File: config.mk
export PLATFORM = sky130hd
export DESIGN_NAME = adc_window_average_peak_flat
export DESIGN_NICKNAME = d
export VERILOG_FILES = /design/src/hdl/avp_pkg.sv /design/src/hdl/avp_in_if.sv /design/src/hdl/avp_out_if.sv /design/src/hdl/adc_window_average_peak.sv /design/src/hdl/avp_serial_acc.sv /design/src/hdl/avp_div.sv /design/src/flat_wrapper.sv
export SDC_FILE = /design/constraint.sdc
export NUM_CORES = 1
export LEC_CHECK = 0
export ABC_AREA = 1
export BUFFER_PORTS_ARGS = -buffer_cell sky130_fd_sc_hd__buf_2
export CORE_ASPECT_RATIO = 2
export CORE_MARGIN = 3
export CORE_UTILIZATION = 55
export CTS_CLUSTER_DIAMETER = 40
export DETAILED_ROUTE_END_ITERATION = 8
export GPL_TIMING_DRIVEN = 1
export PLACE_DENSITY = 0.7
export SYNTH_ARGS = -nofsm -noshare
export SYNTH_HDL_FRONTEND = slang
export SYNTH_SLANG_ARGS = --single-unit
File: constraint.sdc
create_clock -name clk -period 8.95 [get_ports clk]
set_input_delay 1.79 -clock clk [delete_from_list [all_inputs] [get_ports clk]]
set_output_delay 1.79 -clock clk [all_outputs]
set_load 0.03 [all_outputs]
File: src/hdl/avp_pkg.sv
`timescale 1ns / 1ps
// ----------------------------------------------------------------------------
// avp_pkg
// Shared types and constants for the window average and peak block.
// ----------------------------------------------------------------------------
package avp_pkg;

    // Digit width of the serial accumulators
    localparam int DIGIT_BITS   = 8;
    // Width of the running overrun counter
    localparam int OVERRUN_BITS = 32;

    typedef struct packed {
        logic busy;
        logic done;
    } div_status_t;

endpackage

File: src/hdl/avp_in_if.sv
`timescale 1ns / 1ps
// ----------------------------------------------------------------------------
// avp_in_if
// Input channel: one beat carries a sample pair or a snapshot request.
// ----------------------------------------------------------------------------
interface avp_in_if #(
    parameter int SAMPLE_BITS = 12
);
    logic                   valid;
    logic                   ready;
    logic                   func;
    logic [SAMPLE_BITS-1:0] current_sample;
    logic [SAMPLE_BITS-1:0] voltage_sample;
    logic                   overrun_flag;

    modport source (
        output valid,
        output func,
        output current_sample,
        output voltage_sample,
        output overrun_flag,
        input  ready
    );

    modport sink (
        input  valid,
        input  func,
        input  current_sample,
        input  voltage_sample,
        input  overrun_flag,
        output ready
    );
endinterface

File: src/hdl/avp_out_if.sv
`timescale 1ns / 1ps
// ----------------------------------------------------------------------------
// avp_out_if
// Output channel: one beat carries one window report.
// ----------------------------------------------------------------------------
interface avp_out_if #(
    parameter int SAMPLE_BITS = 12,
    parameter int COUNT_BITS  = 16
);
    logic                   valid;
    logic                   ready;
    logic [SAMPLE_BITS-1:0] recent_current;
    logic [SAMPLE_BITS-1:0] recent_voltage;
    logic [SAMPLE_BITS-1:0] average_current;
    logic [SAMPLE_BITS-1:0] average_voltage;
    logic [SAMPLE_BITS-1:0] max_current;
    logic [COUNT_BITS-1:0]  window_count;
    logic [31:0]            overrun_total;

    modport source (
        output valid,
        output recent_current,
        output recent_voltage,
        output average_current,
        output average_voltage,
        output max_current,
        output window_count,
        output overrun_total,
        input  ready
    );

    modport sink (
        input  valid,
        input  recent_current,
        input  recent_voltage,
        input  average_current,
        input  average_voltage,
        input  max_current,
        input  window_count,
        input  overrun_total,
        output ready
    );
endinterface

File: src/hdl/adc_window_average_peak.sv
`timescale 1ns / 1ps
// ----------------------------------------------------------------------------
// adc_window_average_peak
// Window average and peak detector for paired current/voltage samples.
// ----------------------------------------------------------------------------
// Input channel (samples): a beat with func 0 adds a sample pair to the
// window; a beat with func 1 closes the window and yields one report beat
// on the output channel (results). Both use valid/ready.
// cfg_wr_en/cfg_wr_data load the current offset; write only while idle.
// Sample beats: a new beat is taken only once the byte-serial adders are
// done; the pace is set by the one that updates the 32-bit overrun counter
// (the window sums never take longer).
// Snapshot of an empty window: the report is registered from the put state.
// Otherwise one shared bit-serial divider runs twice, current sum then
// voltage sum, and the report is registered from the put state after
// both divisions; the next beat is taken the cycle after that.
// A stalled receiver holds the report; samples are still taken, and a
// further snapshot waits for the output register to empty.
// Reset clears all sums, counts, latest values and the offset.
// ----------------------------------------------------------------------------
module adc_window_average_peak #(
    parameter int SAMPLE_BITS = 12,
    parameter int COUNT_BITS  = 16
) (
    input  logic                   clk,
    input  logic                   rst_n,
    input  logic                   cfg_wr_en,
    input  logic [SAMPLE_BITS-1:0] cfg_wr_data,
    avp_in_if.sink                 samples,
    avp_out_if.source              results
);
    import avp_pkg::*;

    localparam int TOTAL_BITS = SAMPLE_BITS + COUNT_BITS;

    localparam logic [1:0] ST_IDLE = 2'd0;
    localparam logic [1:0] ST_DIVC = 2'd1;
    localparam logic [1:0] ST_DIVV = 2'd2;
    localparam logic [1:0] ST_PUT  = 2'd3;

    logic [1:0]             state_reg, state_next;
    logic [SAMPLE_BITS-1:0] offset_reg;
    logic [SAMPLE_BITS-1:0] last_cur_reg, last_vol_reg;
    logic [SAMPLE_BITS-1:0] peak_reg;
    logic [COUNT_BITS-1:0]  count_reg;
    logic [SAMPLE_BITS-1:0] quot_c_reg;

    logic                   out_valid_reg;
    logic [SAMPLE_BITS-1:0] r_lcur_reg, r_lvol_reg, r_acur_reg, r_avol_reg, r_peak_reg;
    logic [COUNT_BITS-1:0]  r_count_reg;
    logic [OVERRUN_BITS-1:0] r_ovr_reg;

    logic                   in_acc, sample_acc, snap_acc;
    logic                   full, empty;
    logic                   tot_start;
    logic                   cur_busy, vol_busy, ovr_busy, acc_busy;
    logic [TOTAL_BITS-1:0]  cur_total, vol_total;
    logic [OVERRUN_BITS-1:0] ovr_total;
    logic                   div_start;
    logic [TOTAL_BITS-1:0]  div_dividend;
    div_status_t            div_stat;
    logic [SAMPLE_BITS-1:0] div_quot;
    logic                   put_go;
    logic [SAMPLE_BITS-1:0] avg_c_src, avg_v_src, peak_src;

    function automatic logic [SAMPLE_BITS-1:0] less_offset(
        input logic [SAMPLE_BITS-1:0] v,
        input logic [SAMPLE_BITS-1:0] off
    );
        less_offset = (v > off) ? (v - off) : '0;
    endfunction

    assign acc_busy      = cur_busy || vol_busy || ovr_busy;
    assign samples.ready = (state_reg == ST_IDLE) && !acc_busy;
    assign in_acc        = samples.valid && samples.ready;
    assign sample_acc    = in_acc && !samples.func;
    assign snap_acc      = in_acc && samples.func;
    assign full          = &count_reg;
    assign empty         = (count_reg == '0);
    assign tot_start     = sample_acc && !full;
    assign put_go        = (state_reg == ST_PUT) && (!out_valid_reg || results.ready);

    avp_serial_acc #(.WIDTH(TOTAL_BITS), .ADD_BITS(SAMPLE_BITS)) u_cur_acc (
        .clk    (clk),
        .rst_n  (rst_n),
        .start  (tot_start),
        .clear  (put_go),
        .addend (samples.current_sample),
        .busy   (cur_busy),
        .value  (cur_total)
    );

    avp_serial_acc #(.WIDTH(TOTAL_BITS), .ADD_BITS(SAMPLE_BITS)) u_vol_acc (
        .clk    (clk),
        .rst_n  (rst_n),
        .start  (tot_start),
        .clear  (put_go),
        .addend (samples.voltage_sample),
        .busy   (vol_busy),
        .value  (vol_total)
    );

    // overrun total survives snapshots
    avp_serial_acc #(.WIDTH(OVERRUN_BITS), .ADD_BITS(1)) u_ovr_acc (
        .clk    (clk),
        .rst_n  (rst_n),
        .start  (sample_acc),
        .clear  (1'b0),
        .addend (samples.overrun_flag),
        .busy   (ovr_busy),
        .value  (ovr_total)
    );

    // current sum first, then voltage sum
    assign div_start    = (snap_acc && !empty) || ((state_reg == ST_DIVC) && div_stat.done);
    assign div_dividend = (state_reg == ST_DIVC) ? vol_total : cur_total;

    avp_div #(.QUOT_BITS(SAMPLE_BITS), .DIV_BITS(COUNT_BITS)) u_div (
        .clk      (clk),
        .rst_n    (rst_n),
        .start    (div_start),
        .dividend (div_dividend),
        .divisor  (count_reg),
        .status   (div_stat),
        .quotient (div_quot)
    );

    always_comb
    begin
        state_next = state_reg;
        case (state_reg)
            ST_IDLE:
            begin
                if (snap_acc)
                begin
                    state_next = empty ? ST_PUT : ST_DIVC;
                end
            end
            ST_DIVC:
            begin
                if (div_stat.done)
                begin
                    state_next = ST_DIVV;
                end
            end
            ST_DIVV:
            begin
                if (div_stat.done)
                begin
                    state_next = ST_PUT;
                end
            end
            ST_PUT:
            begin
                if (put_go)
                begin
                    state_next = ST_IDLE;
                end
            end
            default:
            begin
                state_next = ST_IDLE;
            end
        endcase
    end

    // an empty window reports the latest values in place of averages
    assign avg_c_src = empty ? last_cur_reg : quot_c_reg;
    assign avg_v_src = empty ? last_vol_reg : div_quot;
    assign peak_src  = empty ? last_cur_reg : peak_reg;

    always_ff @(posedge clk or negedge rst_n)
    begin
        if (!rst_n)
        begin
            state_reg     <= ST_IDLE;
            offset_reg    <= '0;
            last_cur_reg  <= '0;
            last_vol_reg  <= '0;
            peak_reg      <= '0;
            count_reg     <= '0;
            out_valid_reg <= 1'b0;
        end
        else
        begin
            state_reg <= state_next;
            if (cfg_wr_en)
            begin
                offset_reg <= cfg_wr_data;
            end
            if (sample_acc)
            begin
                last_cur_reg <= samples.current_sample;
                last_vol_reg <= samples.voltage_sample;
                if (!full)
                begin
                    if (empty || (samples.current_sample > peak_reg))
                    begin
                        peak_reg <= samples.current_sample;
                    end
                    count_reg <= count_reg + COUNT_BITS'(1);
                end
            end
            if (put_go)
            begin
                peak_reg  <= '0;
                count_reg <= '0;
            end
            if (put_go)
            begin
                out_valid_reg <= 1'b1;
            end
            else if (results.ready)
            begin
                out_valid_reg <= 1'b0;
            end
        end
    end

    always_ff @(posedge clk)
    begin
        if ((state_reg == ST_DIVC) && div_stat.done)
        begin
            quot_c_reg <= div_quot;
        end
        if (put_go)
        begin
            r_lcur_reg  <= less_offset(last_cur_reg, offset_reg);
            r_lvol_reg  <= last_vol_reg;
            r_acur_reg  <= less_offset(avg_c_src, offset_reg);
            r_avol_reg  <= avg_v_src;
            r_peak_reg  <= less_offset(peak_src, offset_reg);
            r_count_reg <= count_reg;
            r_ovr_reg   <= ovr_total;
        end
    end

    assign results.valid           = out_valid_reg;
    assign results.recent_current  = r_lcur_reg;
    assign results.recent_voltage  = r_lvol_reg;
    assign results.average_current = r_acur_reg;
    assign results.average_voltage = r_avol_reg;
    assign results.max_current     = r_peak_reg;
    assign results.window_count    = r_count_reg;
    assign results.overrun_total   = r_ovr_reg;

endmodule

File: src/hdl/avp_serial_acc.sv
`timescale 1ns / 1ps
// ----------------------------------------------------------------------------
// avp_serial_acc
// Digit-serial accumulator: adds an operand one byte per cycle into a
// rotating register, which is back in place once busy drops.
// ----------------------------------------------------------------------------
module avp_serial_acc #(
    parameter int WIDTH    = 28,   // must exceed one digit
    parameter int ADD_BITS = 12
) (
    input  logic                clk,
    input  logic                rst_n,
    input  logic                start,
    input  logic                clear,
    input  logic [ADD_BITS-1:0] addend,
    output logic                busy,
    output logic [WIDTH-1:0]    value
);
    import avp_pkg::*;

    localparam int NDIG  = (WIDTH + DIGIT_BITS - 1) / DIGIT_BITS;
    localparam int PAD   = NDIG * DIGIT_BITS;
    localparam int CNT_W = $clog2(NDIG + 1);

    logic [PAD-1:0]        acc_reg, acc_next;
    logic [PAD-1:0]        opnd_reg, opnd_next;
    logic                  carry_reg, carry_next;
    logic [CNT_W-1:0]      cnt_reg, cnt_next;
    logic [PAD-1:0]        ext;
    logic [DIGIT_BITS-1:0] op_b;
    logic                  c_in;
    logic [DIGIT_BITS:0]   sum;
    logic                  step;

    assign ext  = PAD'(addend);
    assign step = start || (cnt_reg != '0);
    assign op_b = start ? ext[DIGIT_BITS-1:0] : opnd_reg[DIGIT_BITS-1:0];
    assign c_in = start ? 1'b0 : carry_reg;
    assign sum  = {1'b0, acc_reg[DIGIT_BITS-1:0]} + {1'b0, op_b}
                + (DIGIT_BITS+1)'(c_in);

    always_comb
    begin
        acc_next   = acc_reg;
        opnd_next  = opnd_reg;
        carry_next = carry_reg;
        cnt_next   = cnt_reg;
        if (clear)
        begin
            acc_next = '0;
        end
        else if (step)
        begin
            // rotate the fresh digit in at the top
            acc_next   = {sum[DIGIT_BITS-1:0], acc_reg[PAD-1:DIGIT_BITS]};
            carry_next = sum[DIGIT_BITS];
            opnd_next  = start ? (ext >> DIGIT_BITS) : (opnd_reg >> DIGIT_BITS);
            cnt_next   = start ? CNT_W'(NDIG - 1) : cnt_reg - CNT_W'(1);
        end
    end

    always_ff @(posedge clk or negedge rst_n)
    begin
        if (!rst_n)
        begin
            acc_reg   <= '0;
            carry_reg <= 1'b0;
            cnt_reg   <= '0;
        end
        else
        begin
            acc_reg   <= acc_next;
            carry_reg <= carry_next;
            cnt_reg   <= cnt_next;
        end
    end

    always_ff @(posedge clk)
    begin
        opnd_reg <= opnd_next;
    end

    assign busy  = (cnt_reg != '0);
    assign value = acc_reg[WIDTH-1:0];

endmodule

File: src/hdl/avp_div.sv
`timescale 1ns / 1ps
// ----------------------------------------------------------------------------
// avp_div
// Bit-serial restoring divider, one quotient bit per cycle. The quotient
// must fit QUOT_BITS, so the top of the dividend is already below divisor.
// ----------------------------------------------------------------------------
module avp_div #(
    parameter int QUOT_BITS = 12,
    parameter int DIV_BITS  = 16
) (
    input  logic                          clk,
    input  logic                          rst_n,
    input  logic                          start,
    input  logic [QUOT_BITS+DIV_BITS-1:0] dividend,
    input  logic [DIV_BITS-1:0]           divisor,
    output avp_pkg::div_status_t          status,
    output logic [QUOT_BITS-1:0]          quotient
);
    import avp_pkg::*;

    localparam int CNT_W = $clog2(QUOT_BITS + 1);

    logic [DIV_BITS-1:0]  rem_reg, rem_next;
    logic [QUOT_BITS-1:0] q_reg, q_next;
    logic [DIV_BITS-1:0]  dvs_reg, dvs_next;
    logic [CNT_W-1:0]     cnt_reg, cnt_next;
    logic                 done_reg;
    logic [DIV_BITS:0]    trial;
    logic [DIV_BITS:0]    diff;
    logic                 ge;

    assign trial = {rem_reg, q_reg[QUOT_BITS-1]};
    assign diff  = trial - {1'b0, dvs_reg};
    assign ge    = (trial >= {1'b0, dvs_reg});

    always_comb
    begin
        rem_next = rem_reg;
        q_next   = q_reg;
        dvs_next = dvs_reg;
        cnt_next = cnt_reg;
        if (start)
        begin
            rem_next = dividend[QUOT_BITS+DIV_BITS-1:QUOT_BITS];
            q_next   = dividend[QUOT_BITS-1:0];
            dvs_next = divisor;
            cnt_next = CNT_W'(QUOT_BITS);
        end
        else if (cnt_reg != '0)
        begin
            rem_next = ge ? diff[DIV_BITS-1:0] : trial[DIV_BITS-1:0];
            q_next   = {q_reg[QUOT_BITS-2:0], ge};
            cnt_next = cnt_reg - CNT_W'(1);
        end
    end

    always_ff @(posedge clk or negedge rst_n)
    begin
        if (!rst_n)
        begin
            cnt_reg  <= '0;
            done_reg <= 1'b0;
        end
        else
        begin
            cnt_reg  <= cnt_next;
            done_reg <= !start && (cnt_reg == CNT_W'(1));
        end
    end

    always_ff @(posedge clk)
    begin
        rem_reg <= rem_next;
        q_reg   <= q_next;
        dvs_reg <= dvs_next;
    end

    assign status.busy = (cnt_reg != '0);
    assign status.done = done_reg;
    assign quotient    = q_reg;

endmodule

File: src/flat_wrapper.sv
// flat-port wrapper written by rule: the top's interface ports become plain ports
module adc_window_average_peak_flat import avp_pkg::*;
#(
    parameter int SAMPLE_BITS = 12,
    parameter int COUNT_BITS  = 16
)
  (clk, rst_n, cfg_wr_en, cfg_wr_data, samples_valid, samples_func, samples_current_sample, samples_voltage_sample, samples_overrun_flag, samples_ready, results_valid, results_recent_current, results_recent_voltage, results_average_current, results_average_voltage, results_max_current, results_window_count, results_overrun_total, results_ready);
  avp_in_if #(.SAMPLE_BITS(SAMPLE_BITS)) samples_i ();
  avp_out_if #(.SAMPLE_BITS(SAMPLE_BITS), .COUNT_BITS(COUNT_BITS)) results_i ();
  input  logic clk;
  input  logic rst_n;
  input  logic cfg_wr_en;
  input  logic [SAMPLE_BITS-1:0] cfg_wr_data;
  input wire logic [$bits(samples_i.valid)-1:0] samples_valid;
  input wire logic [$bits(samples_i.func)-1:0] samples_func;
  input wire logic [$bits(samples_i.current_sample)-1:0] samples_current_sample;
  input wire logic [$bits(samples_i.voltage_sample)-1:0] samples_voltage_sample;
  input wire logic [$bits(samples_i.overrun_flag)-1:0] samples_overrun_flag;
  output wire logic [$bits(samples_i.ready)-1:0] samples_ready;
  output wire logic [$bits(results_i.valid)-1:0] results_valid;
  output wire logic [$bits(results_i.recent_current)-1:0] results_recent_current;
  output wire logic [$bits(results_i.recent_voltage)-1:0] results_recent_voltage;
  output wire logic [$bits(results_i.average_current)-1:0] results_average_current;
  output wire logic [$bits(results_i.average_voltage)-1:0] results_average_voltage;
  output wire logic [$bits(results_i.max_current)-1:0] results_max_current;
  output wire logic [$bits(results_i.window_count)-1:0] results_window_count;
  output wire logic [$bits(results_i.overrun_total)-1:0] results_overrun_total;
  input wire logic [$bits(results_i.ready)-1:0] results_ready;
  assign samples_i.valid = samples_valid;
  assign samples_i.func = samples_func;
  assign samples_i.current_sample = samples_current_sample;
  assign samples_i.voltage_sample = samples_voltage_sample;
  assign samples_i.overrun_flag = samples_overrun_flag;
  assign samples_ready = samples_i.ready;
  assign results_valid = results_i.valid;
  assign results_recent_current = results_i.recent_current;
  assign results_recent_voltage = results_i.recent_voltage;
  assign results_average_current = results_i.average_current;
  assign results_average_voltage = results_i.average_voltage;
  assign results_max_current = results_i.max_current;
  assign results_window_count = results_i.window_count;
  assign results_overrun_total = results_i.overrun_total;
  assign results_i.ready = results_ready;
  adc_window_average_peak #(.SAMPLE_BITS(SAMPLE_BITS), .COUNT_BITS(COUNT_BITS)) u_core (.clk(clk), .rst_n(rst_n), .cfg_wr_en(cfg_wr_en), .cfg_wr_data(cfg_wr_data), .samples(samples_i), .results(results_i));
endmodule
## Word-level counts from Yosys, hierarchy flattened

Cells that the tools add are included.

| operators by class | value |
|---|---|
| multipliers | 0 |
| shift operators | 0 |
| mux-type cells | 41 |
| equality and inequality tests | 9 |
| order comparisons | 5 |
| $add $sub $neg | 15 |
| div/mod/pow operators | 0 |
| bitwise logic cells | 1 |
| reductions and logical operators | 41 |

Operator list:

| kind | number |
|---|---|
| two-way mux 32 bit | 4 |
| two-way mux 12 bit | 9 |
| two-way mux 16 bit | 6 |
| > comparator 12 bit | 4 |
| subtractor 12 bit | 3 |
| two-way mux 28 bit | 1 |
| adder 8 x 8 -> 9 bit | 3 |
| adder 9 x 1 -> 9 bit | 3 |
| two-way mux 8 bit | 3 |
| >= comparator 17 x 16 -> 1 bit | 1 |
| adder 16 x 1 -> 16 bit (second input constant) | 1 |
| zero test 16 bit | 1 |
| two-way mux 4 bit | 4 |
| AND reduction 16 bit | 1 |
| subtractor 16 bit | 1 |
| nonzero test 2 bit | 6 |
| two-way mux 2 bit | 5 |
| logical AND 1 bit | 9 |
| two-way mux 3 bit | 3 |
| nonzero test 3 bit | 3 |
| subtractor 3 x 1 -> 3 bit (second input constant) | 3 |
| logical OR 1 bit | 8 |
| case mux 2 bit (4 select lines) | 1 |
| zero test 1 bit | 6 |
| 13 further kinds | 23 |

| storage, ports and cells | value |
|---|---|
| ROM bits | 0 |
| output and inout bits | 110 |
| register bits | 384 |
| memories kept | 0 |
| input bits | 43 |
| logic and storage cells | 145 |
| memory bits (writable) | 0 |
| latch bits | 0 |

## Depth between registers and ports, before layout

| depth | value |
|---|---|
| word-level depth | 13 |
| depth in mapped cells | 23 |
| gate-level depth less buffers | 22 |

## Cells and area by module

A second synthesis with hierarchy kept.

| unflattened totals | value |
|---|---|
| cells, all modules | 2228 |
| area total of the unflattened synthesis | 19256.0 um^2 |

By module, submodules not included:

| module | seq. area each (um^2) | area each (um^2) | instances | cells each |
|---|---|---|---|---|
| adc_window_average_peak | 5280.1 | 9898.2 | 1 | 1114 |
| avp_serial_acc at u_core.u_cur_acc ... | 1021.0 | 2178.3 | 2 | 257 |
| avp_div | 1446.4 | 3410.8 | 1 | 433 |
| avp_serial_acc at u_core.u_ovr_acc | 900.9 | 1590.3 | 1 | 167 |

## Worst setup path before layout

Ideal clock, no wire load.

| path | value |
|---|---|
| path type | input-to-reg |
| from | input port results_ready |
| to | register u_core.peak_reg[5] |
| required time | 8.833 ns |
| library setup time | 0.117 ns |
| data arrival time | 4.018 ns |
| stages on the path | 10 |
| setup slack | 4.815 ns |
| buffers on the path | 1 |
| cell sequence | inv_1 > nand2_1 > nand2_1 > inv_2 > nor2_1 > nand2_1 > nand2_1 > buf_2 > nand2_1 > nand2_1 |

| between the ends | value |
|---|---|
| word-level cells in the longest chain between the ends | 4 |
| elaborated cells on any way between the ends | 7 |
| classes of those cells | eq/ne: 1; mux: 1; reduce/logical: 5 |

RTL lines:

| element | RTL line | source |
|---|---|---|
| start: declaration | flat_wrapper.sv:28 | `input wire logic [$bits(results_i.ready)-1:0] results_ready;` |
| logical OR 1 bit (*) | adc_window_average_peak.sv:81 | `assign put_go = (state_reg == ST_PUT) && (!out_valid_reg \|\| results.ready);` |
| logical AND 1 bit (*) | adc_window_average_peak.sv:81 |  |
| named net u_core.put_go | adc_window_average_peak.sv:63 | `logic put_go;` |
| != test 2 bit (no line) or nonzero test 2 bit (tied branches) | n/a |  |
| AND reduction 3 bit (no line) | n/a |  |
| end signal: assignment | adc_window_average_peak.sv:199 | `peak_reg <= samples.current_sample;` |
| end: declaration | adc_window_average_peak.sv:44 | `logic [SAMPLE_BITS-1:0] peak_reg;` |

The timed path passes the listed nets; every way through them passes the cells marked *.
A chain may end at the register's enable or synchronous reset.

## Worst setup path in the final report

| path | value |
|---|---|
| from | input port samples_func |
| to | register u_core.u_vol_acc.carry_reg |

| between the ends | value |
|---|---|
| word-level cells in the longest chain between the ends | 6 |
| elaborated cells on any way between the ends | 9 |
| classes of those cells | add/sub: 2; mux: 2; reduce/logical: 5 |

RTL lines:

| element | RTL line | source |
|---|---|---|
| start: declaration | flat_wrapper.sv:15 | `input wire logic [$bits(samples_i.func)-1:0] samples_func;` |
| zero test 1 bit (*) | adc_window_average_peak.sv:76 | `assign sample_acc = in_acc && !samples.func;` |
| logical AND 1 bit (*) | adc_window_average_peak.sv:76 |  |
| logical AND 1 bit (*) | adc_window_average_peak.sv:80 | `assign tot_start = sample_acc && !full;` |
| two-way mux 8 bit | avp_serial_acc.sv:37 | `assign op_b = start ? ext[DIGIT_BITS-1:0] : opnd_reg[DIGIT_BITS-1:0];` |
| adder 8 x 8 -> 9 bit | avp_serial_acc.sv:39 | `assign sum = {1'b0, acc_reg[DIGIT_BITS-1:0]} + {1'b0, op_b}` |
| adder 9 x 1 -> 9 bit | avp_serial_acc.sv:40 | `+ (DIGIT_BITS+1)'(c_in);` |
| end signal: assignment | avp_serial_acc.sv:73 | `carry_reg <= carry_next;` |
| end: declaration | avp_serial_acc.sv:27 | `logic carry_reg, carry_next;` |

Mark *: on every way between the ends. The rest lies on a longest branch, timed or not.

==> results_dict.tcl <==
set metrics [dict create \
    drt.antenna.violating_nets 0 \
    dp_cells 2569 \
    hold_ws_ps 447 \
    async_flop_share_pct 51.1 \
    worstPathMaxFanout 42 \
    synth_cell_type_count 45 \
    hold_class "register to register" \
    post_cts_buffers 0 \
    clockRootBuffer "clkbuf_16" \
    overflow 0 \
    yosysMostFrequentCell "nand2_1" \
    grt_pass1_vias 14687 \
    final_cells 2635 \
    synth.largest_area_cell "edfxtp_1" \
    layout.nets 2327 \
    tns_ps 0 \
    start_util_pct 56.0 \
    worstHoldPathCells 0 \
    cellLeakagePower_nw 10.0 \
    worst_pin_slew_ps 1180 \
    ff2ff_path_depth 19 \
    yosysWarnings 0 \
    final_hold_viol_count 0 \
    vias_per_cell 5.45 \
    grtUsageTotal_pct 28.7 \
    status "finished, final reports clean" \
    path_class "input port to register" \
    cp.arrival_ps 5120 \
    synth-seq-cells 352 \
    syn_area_um2 18100 \
    numPortBuffers 152 \
    die_area_um2 35300 \
    irDropWorstVdd_v 0.000218 \
    p_per_area_nw_per_um2 313 \
    min_period_ps 4700 \
    drv_cap 0 \
    required_ps 9370 \
    avgSynthCellArea_um2 8.89 \
    drive_gt1_share_pct 11.5 \
    relSlewSlack_pct 21.2 \
    min_from "u_core.u_ovr_acc.value[0]" \
    cts_tree "yes" \
    die_w_um 134 \
    io_pins 153 \
    dp_hpwl_um 37800 \
    grt_antenna_before_repair 0 \
    drc 0 \
    clk_pin_slew_ps 60 \
    drtIter0Drc 818 \
    cts_buffers 36 \
    rsz0062_at_grt "false" \
    synthCells 2036 \
    hold_buffers 0 \
    clock_latency_ps 550 \
    htreeDepth 2 \
    clockBufferDepth 3 \
    cts_resized 0 \
    synth_edf_count 172 \
    std_cell_rows 93 \
    gp_congestion 0.927 \
    num_vias 14357 \
    critPathLaunchType "input port" \
    synth.top_cell.area_share_pct 28.5 \
    synth_area_leaders "edfxtp_1, dfrtp_1, nand2_1" \
    grt_pass1_wl_um 78300 \
    n_antenna_cell 0 \
    crit_path_end_kind "register" \
    skew_ps 20.7 \
    cts.sinks 352 \
    slew_viol_final 0 \
    setup-violations-final 0 \
    worstHoldEndpoint "u_core.results.overrun_total[0]" \
    r2r_end "u_core.u_vol_acc.carry_reg" \
    die_h_um 263 \
    routed_wl_um 49900 \
    r2r_start "u_core.u_vol_acc.cnt_reg[0]" \
    fin_util_pct 63.5 \
    synth_top_flop_cell "dfrtp_1" \
    synth_fp_nets 2183 \
    drtPass1Iterations 6 \
    wl_per_cell_um 18.9 \
    area_growth_pct 13.4 \
    fin_crit_sh_pct 52.5 \
    core_area_um2 32300 \
    max_freq_mhz 213 \
    seq_area_frac_synth_pct 53.4 \
    grt_start_max_net_pins 99 \
    synth_common_cells "nand2_1, inv_1, dfrtp_1, edfxtp_1, o21ai_0" \
    regToRegSetupSlack_ps 4310 \
]
-- layout by cell type (no fill, tap or decap), types with 18 or more instances in the layout --
cell type and count:
nand2_1 552, inv_1 311, dfrtp_1 180, edfxtp_1 172
o21ai_0 166, buf_2 151, nor2_1 110, nand3_1 104
ha_1 95, a21oi_1 73, clkbuf_16 39, nand4_1 27
xor2_1 25, o22ai_1 20, nor3_1 18
-- routing by layer --
metal	wire length (um)	vias up	track usage [%]
met4	4120	0	19.6
li1	-	6936	-
met1	17300	6791	30.6
met2	26300	448	51.8
met5	0	-	0
met3	2100	182	3.47
-- critical path, stage by stage --
cell and delay [ps]:
buf_2 110, inv_1 80, nand3_4 330, inv_2 420, nand2_2 60, buf_4 280
inv_1 490, nor2_1 120, fa_1 450, fa_1 440, nand4_1 120, o211ai_1 120
nand2_1 100, nand2_1 50, nand2_1 50, a21oi_1 60
-- power breakdown --
group | switching [mW] | internal (mW) | leakage, nW
registers | 0.214 | 2.24 | 4.04
clock network | 0.660 | 0.923 | 0.626
logic | 1.72 | 0.676 | 5.38
-- area by class of cell --
type,instances,area (um2)
inverters,317,1190
repair buffers,162,842
well taps,427,534
multi-input cells,1311,7020
clock buffers,47,1040
flip-flops and latches,352,9670
clock inverters,19,231
fillers,2879,11800
-- stage by stage --
stage	setup WS [ps]	area, um2	power (mW)
floorplan	4820	18100	4.12
global placement	3760	19300	4.82
detailed placement	3730	19300	4.87
CTS	4300	20500	6.47
global route	4000	20500	6.82
finish	4250	20500	6.43
-- worst max-delay path by stage --
stage | startpoint | end | slack (ps)
finish | samples_func | u_core.u_vol_acc.carry_reg | 4250
global route | u_core.u_ovr_acc.cnt_reg[0] | u_core.u_vol_acc.carry_reg | 4000
CTS | samples_func | u_core.u_vol_acc.carry_reg | 4300
detailed placement | samples_func | u_core.u_vol_acc.carry_reg | 3730
global placement | samples_func | u_core.u_vol_acc.carry_reg | 3760
floorplan | results_ready | u_core.peak_reg[5] | 4820
-- kinds of logic after synthesis --
logic type      count (synthesis)  synth area share [%]
fa+ha+maj                     104                  7.56
compound gates                325                  9.91
xor+xnor                       40                  1.93
buf+inv                       373                  7.89
mux                             1                0.0622
flops                         352                  53.4
simple gates                  841                  19.2
(Power assumes the default switching activity.)
